<file path="config.mk">
export PLATFORM = sky130hd
export DESIGN_NAME = gwm_cell
export DESIGN_NICKNAME = d
export VERILOG_FILES = /design/src/rtl/gwm_pkg.sv /design/src/rtl/gwm_cell.sv
export SDC_FILE = /design/constraint.sdc
export NUM_CORES = 1
export LEC_CHECK = 0
export ABC_AREA = 1
export BUFFER_PORTS_ARGS = -buffer_cell sky130_fd_sc_hd__buf_2
export CORE_AREA = 2 2 46 48
export DETAILED_ROUTE_END_ITERATION = 8
export DIE_AREA = 0 0 48 50
export GPL_TIMING_DRIVEN = 1
export MAX_ROUTING_LAYER = met4
export PLACE_DENSITY_LB_ADDON = 0.25
export SLEW_MARGIN = 20
export SYNTH_ARGS = -nofsm -noshare
export SYNTH_HDL_FRONTEND = slang
export SYNTH_SLANG_ARGS = --single-unit
</file>
<file path="constraint.sdc">
create_clock -name clk -period 1 [get_ports clk]
set_input_delay 0.1 -clock clk [delete_from_list [all_inputs] [get_ports clk]]
set_output_delay 0.1 -clock clk [all_outputs]
set_load 0.01 [all_outputs]
</file>
<file path="src/rtl/gwm_pkg.sv">
// Package for the glob wildcard matcher: sizes, character codes, op codes
// and the control bundle broadcast from the core to the row of cells.
// No dependencies.
package gwm_pkg;

  localparam int PATTERN_MAX = 256;
  localparam int LEN_W       = $clog2(PATTERN_MAX + 1);
  localparam int IDX_W       = (PATTERN_MAX > 1) ? $clog2(PATTERN_MAX) : 1;
  localparam int CHR_W       = 8;

  localparam logic [CHR_W-1:0] STAR_CHAR = 8'h2A;
  localparam logic [CHR_W-1:0] ANY_CHAR  = 8'h3F;

  typedef enum logic [1:0] {
    OP_CLEAR   = 2'd0,
    OP_APPEND  = 2'd1,
    OP_SUBJECT = 2'd2,
    OP_END     = 2'd3
  } op_t;

  typedef struct packed {
    logic             clear;
    logic             append;
    logic             restart;
    logic             step;
    logic [LEN_W-1:0] wr_ptr;
    logic [CHR_W-1:0] chr;
  } cell_ctl_t;

endpackage

</file>
<file path="src/rtl/gwm_cell.sv">
// One pattern position of the matcher: stored byte, fill flag, active bit.
// Depends on gwm_pkg.
module gwm_cell (
  input  logic                      clk,
  input  logic                      rst_n,
  input  logic [gwm_pkg::IDX_W-1:0] cell_idx,
  input  gwm_pkg::cell_ctl_t        ctl,
  input  logic                      closed_in,
  input  logic                      adv_in,
  output logic                      act_out,
  output logic                      star_out,
  output logic                      adv_out
);
  import gwm_pkg::*;

  logic [CHR_W-1:0] chr_r;
  logic             filled_r;
  logic             filled_nxt;
  logic             act_r;
  logic             act_nxt;
  logic             wr_hit;
  logic             is_star;
  logic             is_match;

  assign wr_hit   = ctl.append && (LEN_W'(cell_idx) == ctl.wr_ptr);
  assign is_star  = filled_r && (chr_r == STAR_CHAR);
  assign is_match = filled_r && !is_star && (chr_r == ANY_CHAR || chr_r == ctl.chr);

  assign star_out = is_star;
  assign adv_out  = closed_in && is_match;
  assign act_out  = act_r;

  always_comb begin
    filled_nxt = filled_r;
    if (ctl.clear) begin
      filled_nxt = 1'b0;
    end else if (wr_hit) begin
      filled_nxt = 1'b1;
    end
    act_nxt = act_r;
    if (ctl.restart) begin
      act_nxt = (cell_idx == '0);
    end else if (ctl.step) begin
      act_nxt = adv_in || (closed_in && is_star);
    end
  end

  always_ff @(posedge clk) begin
    if (!rst_n) begin
      filled_r <= 1'b0;
      act_r    <= (cell_idx == '0);
    end else begin
      filled_r <= filled_nxt;
      act_r    <= act_nxt;
    end
  end

  always_ff @(posedge clk) begin
    if (wr_hit) begin
      chr_r <= ctl.chr;
    end
  end

endmodule

</file>
Word level (Yosys, flattened, before mapping)
Index checks and enable logic that the tools add are counted. Widths: inputs -> output; s select.

Flip-flop bits (word level): 10. Input port bits: 33.

Equal/unequal tests: 5. Muxes and demuxes: 3. Bitwise gates (word level): 1. Reductions and logical operators: 11.

Operators by type and width (count): $eq 8x6->1 const B (2); $eq 8x9->1 (1); $eq 8x8->1 (1); $logic_not 8->1 (1); $logic_and 1x1->1 (6); $mux 1 (3); $ne 3x1->1 const B (1); $logic_or 1x1->1 (2); $reduce_or 2->1 (1); $logic_not 1->1 (1); $not 1->1 (1).

Longest topological paths before layout
Gate-level depths: netlist of run 1.

Word-level depth: 7. Gate-level depth with buffers: 8. Mapped depth without buffers: 8.

Worst setup path after synthesis of run 1
Ideal clock, no wire load.

Kind: reg2out. Start: register chr_r[7]. End: output adv_out. Data arrival time: 968 ps. Required time: 900 ps. Slack: -68 ps. Cell stages (with the launch flop): 5. Path through: edfxtp_1 > nor2_1 > nand3_1 > or2_0 > a21oi_1.

Word-level cells in the longest chain between the ends: 6. Elaborated cells on any way between the ends: 9.

Ends and longest elaborated chain: start: declaration (RTL line gwm_cell.sv:16) `logic [CHR_W-1:0] chr_r;`; start signal: assignment (RTL line gwm_cell.sv:60) `chr_r <= ctl.chr;`; $eq 8x6->1 (RTL line gwm_cell.sv:26) `assign is_star = filled_r && (chr_r == STAR_CHAR);`; $logic_and 1x1->1 (RTL line gwm_cell.sv:26); $logic_not 1->1 (RTL line gwm_cell.sv:27) `assign is_match = filled_r && !is_star && (chr_r == ANY_CHAR || chr_r == ctl.chr);`; $logic_and 1x1->1 (RTL line gwm_cell.sv:27); $logic_and 1x1->1 * (RTL line gwm_cell.sv:27); $logic_and 1x1->1 * (RTL line gwm_cell.sv:30) `assign adv_out = closed_in && is_match;`; end: declaration (RTL line gwm_cell.sv:12) `output logic adv_out`.

Every way passes the cells marked *; elsewhere a longest branch is shown, timed or not.

Worst setup path in the final report of run 1
Start: register chr_r[5]. End: output adv_out.

Same word-level chain as after synthesis.

==> results of run 1 <==
==> cell usage in the layout (no fill, tap or decap), drive strengths merged <==
master	n
nand4	2
a21oi	2
clkbuf	4
nor2	13
nor3	1
inv	21
edfxtp	9
nand2	28
nand3	6
nand3b	1
dfxtp	1
nor4	1
buf	44
xor2	2
xnor2	6
or2	4
==> metrics by stage <==
step | cell area, µm² | setup slack [ps] | instances | util [%]
6_report | 1030 | -499 | 172 | 54.1
5_1_grt | 1030 | -609 | 172 | 54.1
4_1_cts | 1020 | -525 | 171 | 53.6
3_5_place_dp | 968 | -257 | 166 | 50.9
3_3_place_gp | 968 | -196 | 166 | 50.9
2_1_floorplan | 707 | -26.6 | 97 | -
==> what timing repair did <==
| action | CTS | global route |
|---|---|---|
| gates resized for setup | 3 | 1 |
| setup endpoints to repair | 3 | 11 |
| setup buffers | 1 | 1 |
| cloned | 0 | 0 |
| pin swaps | 7 | 2 |
==> flip-flops by register name, indices dropped and copies added (netlist names) <==
name      count
act_out       1
chr_r         8
filled_r      1
==> power by group <==
part           switching, W  internal [W]
sequential       0.00000103      0.000458
combinational     0.0000829     0.0000990
clock              0.000136      0.000154
==> layer usage <==
| metal | GRT usage, % | wire length [µm] | vias to the layer above |
|---|---|---|---|
| li1 | - | - | 392 |
| met1 | 18.6 | 736 | 316 |
| met2 | 24.0 | 749 | 28 |
| met3 | 5.86 | 109 | 2 |
| met4 | 8.11 | 27 | 0 |
| met5 | - | 0 | - |
==> worst register-to-register path, cell delays in order, from the launching register on <==
cell,delay (ps)
edfxtp_1,440
nor2_1,130
nand3b_1,80
nor2_1,140
nand3_1,100
nand2_1,60
nand2_1,50
nand2_1,60
==> worst max-delay path by stage <==
stage,startpoint,slack (ps),to
3_3_place_gp,chr_r[5],-200,adv_out
6_report,chr_r[5],-500,adv_out
5_1_grt,chr_r[5],-610,adv_out
4_1_cts,chr_r[5],-530,adv_out
2_1_floorplan,chr_r[2],-30,act_out
3_5_place_dp,chr_r[5],-260,adv_out
==> logic make-up after synthesis <==
kind of cell	count (synthesis)	synth area share, %
AOI/OAI and AO/OA	2	1.96
and+or+nand+nor	56	35.4
buffers and inverters	21	11.3
DFF	10	41.4
xor gates and xnor gates	8	10.0
==> final cells by class <==
cell class | instances | area [µm²]
multi-input cells | 66 | 355
repair buffers | 44 | 243
flip-flops and latches | 10 | 290
well taps | 27 | 33.8
fillers | 201 | 872
inverters | 21 | 81.3
clock buffers | 4 | 26.3
==> flow_metrics.tcl, run 1 <==
set metrics [dict create \
    worstPathMaxFanout 2 \
    synth_top_area_cell "edfxtp_1" \
    routed_wl_um 1620 \
    synth_cell_types 19 \
    cp_slowest_stage_delay_ps 440 \
    worstSetupPathType "register to output port" \
    synth_seq_cells 10 \
    postSynth.asyncResetShare_pct 0 \
    root_buffer "clkbuf_4" \
    fmax_mhz 667 \
    wl_per_cell_um 9.43 \
    grt_pass1_vias 675 \
    die_h_um 50 \
    drt-initial-drc-count 8 \
    r2r-start "chr_r[2]" \
    core_area_mm2 0.00190 \
    cts_tree "yes" \
    outcome "finished with violations" \
    grt_overflow_total 0 \
    report.final.slew_viol_count 0 \
    holdWs_ps 28.7 \
    finClkSkew_ps 15.6 \
    min_from "ctl[2]" \
    r2r_slack_ps -180 \
    maxCapViolations 0 \
    synthesis.instances 97 \
    worstReg2RegEnd "act_out" \
    pin_count 36 \
    power_density_mw_per_mm2 904 \
    critPathLaunchType "register" \
    antenna_found_initial 0 \
    dieArea_mm2 0.00240 \
    port_buffers 35 \
    hold_class "input pin to register" \
    violations "negative setup slack" \
    cts_buffers 3 \
    worst-path-buf-inv 3 \
    min_period_ps 1500 \
    worst-slew-pin-transition_ps 277 \
    slew_headroom_pct 81.4 \
    synth_most_common_cell "nand2_1" \
    hold_viol 0 \
    setup_viol 3 \
    syn_area_um2 701 \
    ys_seq_area_share_pct 41.4 \
    hold_buffers 0 \
    syn_avg_cell_area_um2 7.22 \
    worst_path_max_delay_cell "edfxtp_1" \
    drive_gt1_share_pct 40.0 \
    dp.final_hpwl_um 1330 \
    ys_top_cells_by_area "edfxtp_1, nand2_1, inv_1, xnor2_1, nor2_1" \
    diodes 0 \
    ant_nets 0 \
    setup_slack_ps -499 \
    place_congestion 0.927 \
    ys.warnings.count 0 \
    cts.clk_slew.worst_paths_ps 70 \
    grt_pass1_wl_um 2600 \
    power.leakage_nw 0.531 \
    path_cells "buf_4, nand3_2, nor2_1, inv_1, nand3_2, a21oi_2, buf_2" \
    route.detailed.drc 0 \
    ir_drop_uv 662 \
    rsz0062_at_grt "true" \
    ctsHtreeMaxLevel 1 \
    areaGrowthSynthToFinish_pct 47.0 \
    end_kind "output port" \
    grt_max_degree 9 \
    cp.required_ps 900 \
    finalCritPeriodShare_pct 150 \
    holdPathEnd "chr_r[2]" \
    clock-sinks 10 \
    arrival_ps 1400 \
    final_nets 179 \
    clkLatencyLatePin_ps 270 \
    synth_top_area_share_pct 38.6 \
    start_util_pct 36.8 \
    whs_path_depth 1 \
    synth_common_cells "nand2_1, inv_1, nor2_1, edfxtp_1, xnor2_1" \
    cts_buffer_depth 2 \
    crit_family "flip-flops" \
    synth_edf_count 9 \
    crit_cells 7 \
    tns_ps -1130 \
    grt_use_total_pct 16.2 \
    worst_r2r_path_depth 7 \
    syn_nets 130 \
    viasPerCell 4.29 \
    p_total_w 0.000931 \
    crit_top_cell "nand3_2" \
    synth_flop_cell "edfxtp_1" \
    dr.pass1.iters 4 \
    die_x_um 48 \
    num_vias 738 \
    placementRows 16 \
]
(Power assumes the default switching activity.)
==> inputs of run 2 (changes only) <==
--- a/config.mk
+++ b/config.mk
@@ -7,12 +7,12 @@
 export LEC_CHECK = 0
 export ABC_AREA = 1
 export BUFFER_PORTS_ARGS = -buffer_cell sky130_fd_sc_hd__buf_2
-export CORE_AREA = 2 2 46 48
+export CORE_AREA = 2 2 44 46
 export DETAILED_ROUTE_END_ITERATION = 8
-export DIE_AREA = 0 0 48 50
+export DIE_AREA = 0 0 46 48
 export GPL_TIMING_DRIVEN = 1
 export MAX_ROUTING_LAYER = met4
-export PLACE_DENSITY_LB_ADDON = 0.25
+export PLACE_DENSITY = 0.76
 export SLEW_MARGIN = 20
 export SYNTH_ARGS = -nofsm -noshare
 export SYNTH_HDL_FRONTEND = slang
==> constraint.sdc (replaced) <==
create_clock -name clk -period 1.5 [get_ports clk]
set_input_delay 0.15 -clock clk [delete_from_list [all_inputs] [get_ports clk]]
set_output_delay 0.15 -clock clk [all_outputs]
set_load 0.01 [all_outputs]
==> run 2 against run 1 <==
The flow still finishes with violations (negative setup slack). Worst hold slack improved by 59 ps. Clock skew decreased by 9.7 ps. Via count decreased by 5.6%. Worst setup slack improved by 470 ps. Register-to-register slack improved by 550 ps. Global-route usage decreased by 2.0 points. Sequential power decreased by 33%. Utilization increased by 0.67 points. Power decreased by 36%. Count of clock-buffer cells in the layout unchanged. Largest cell class unchanged.
==> flow_metrics.tcl, run 2 (synthesized netlist as in run 1, its figures left out) <==
set metrics [dict create \
    whs_path_depth 1 \
    routed_wl_um 1370 \
    cts_tree "yes" \
    path_cells "nor2_1, nand3_1, or2_0, a21oi_1, buf_2" \
    report.final.slew_viol_count 0 \
    end_kind "output port" \
    port_buffers 35 \
    ant_nets 0 \
    tns_ps -33.7 \
    violations "negative setup slack" \
    outcome "finished with violations" \
    ir_drop_uv 261 \
    worst_r2r_path_depth 7 \
    arrival_ps 1380 \
    die_x_um 46 \
    grt_overflow_total 0 \
    setup_viol 1 \
    ctsHtreeMaxLevel 1 \
    fmax_mhz 652 \
    root_buffer "clkbuf_4" \
    dr.pass1.iters 4 \
    design_area_um2 926 \
    clock-sinks 10 \
    grt-busiest-layer "met2" \
    cts.clk_slew.worst_paths_ps 60 \
    antenna_found_initial 0 \
    power.leakage_nw 0.485 \
    clkLatencyLatePin_ps 260 \
    maxCapViolations 0 \
    hold_buffers 0 \
    dp.final_hpwl_um 1250 \
    grt_pass1_wl_um 2080 \
    cp.required_ps 1350 \
    largest_reg_flops 8 \
    place_congestion 0.720 \
    met2_usage_pct 25.6 \
    r2r-start "chr_r[6]" \
    start_util_pct 41.5 \
    worst_path_max_delay_cell "edfxtp_1" \
    worstSetupPathType "register to output port" \
    regMostFlops "chr_r" \
    route.detailed.drc 0 \
    placedCellCount 149 \
    met1_usage_pct 13.1 \
    worst-slew-pin-transition_ps 272 \
    dieArea_mm2 0.00221 \
    grt_use_total_pct 14.2 \
    viasPerCell 4.56 \
    final_common_cell "buf_2" \
    layout.cells.non_filler 153 \
    final_nets 170 \
    r2r_slack_ps 370 \
    num_vias 697 \
    worstPathMaxFanout 2 \
    cts_buffer_depth 2 \
    grt_pass1_vias 592 \
    areaGrowthSynthToFinish_pct 32.1 \
    cp_slowest_stage_delay_ps 390 \
    slew_headroom_pct 81.7 \
    min_from "ctl[1]" \
    power_density_mw_per_mm2 646 \
    worstReg2RegEnd "act_out" \
    rsz0062_at_grt "true" \
    use_met3_pct 4.15 \
    critical_path.startpoint "chr_r[6]" \
    wl_per_cell_um 8.93 \
    grt_max_degree 9 \
    placementRows 15 \
    place_area_um2 897 \
    hold_viol 0 \
    core_area_mm2 0.00169 \
    cts_buffers 3 \
    layout_common_cells "buf_2, nand2_1, inv_1, nor2_1, edfxtp_1" \
    holdPathEnd "chr_r[1]" \
    pin_count 36 \
    finClkSkew_ps 6.00 \
    finalCritPeriodShare_pct 102 \
    critPathLaunchType "register" \
    die_h_um 48 \
    hold_class "input pin to register" \
    drive_gt1_share_pct 32.4 \
    drt-initial-drc-count 5 \
    min_period_ps 1530 \
    diodes 0 \
    setup_slack_ps -33.7 \
]
-- run 2: cell types whose count changed in the layout (fill, tap and decap cells not counted), sizes merged --
cell and change:
buf -9
-- run 2: final cells by class --
class | count | area, µm²
Sequential cell | 10 | 290
Clock buffer | 4 | 26.3
Tap cell | 17 | 21.3
Inverter | 21 | 78.8
Fill cell | 175 | 763
Timing Repair Buffer | 35 | 175
Multi-Input combinational cell | 66 | 334
-- run 2: worst max path at each step --
stage,to,slack [ps],cells after the start
global route,adv_out,-120,5
CTS,adv_out,-30,5
global placement,chr_r[6],270,8
floorplan,adv_out,380,4
finish,adv_out,-30,5
detailed placement,adv_out,250,7
-- run 2: worst max-delay path: cells and delay by family (launching register included) --
family                 cells  cell delay, ps
AND/OR/NAND/NOR            3             440
AO/OA/AOI/OAI              1             150
flip-flops                 1             390
buffers and inverters      1             140
-- run 2: layer usage --
metal | vias to the layer above | routed length [µm] | part of all wire [%]
met5 | - | 0 | 0
met4 | 0 | 32 | 2.3
met3 | 3 | 134 | 9.8
met2 | 33 | 630 | 46
met1 | 287 | 568 | 42
li1 | 374 | - | -
-- run 2: power by group --
group          switching (W)  leakage [nW]  total (W)  internal [W]
Clock              0.0000824        0.0150   0.000185      0.000102
Combinational      0.0000519         0.379   0.000107     0.0000555
Sequential       0.000000687        0.0913   0.000306      0.000306
Total               0.000135         0.485   0.000599      0.000464
-- run 2: repair_timing --
| item | in CTS | in global routing |
|---|---|---|
| gates resized for setup | 1 | 0 |
| endpoints found under the setup margin | 2 | 2 |
| endpoints found under the hold margin | 0 | 0 |
| pin swaps | 0 | 0 |
| gates cloned | 0 | 0 |
| buffers inserted | 0 | 0 |
-- run 2: through the flow --
step	util (%)	power (W)	hold WS, ps	setup WS (ps)
2_1_floorplan	-	0.000362	249	382
3_3_place_gp	53.1	0.000418	361	265
3_5_place_dp	53.1	0.000421	362	248
4_1_cts	54.8	0.000607	85.2	-34.6
5_1_grt	54.8	0.000634	78.8	-124
6_report	54.8	0.000599	88.0	-33.7
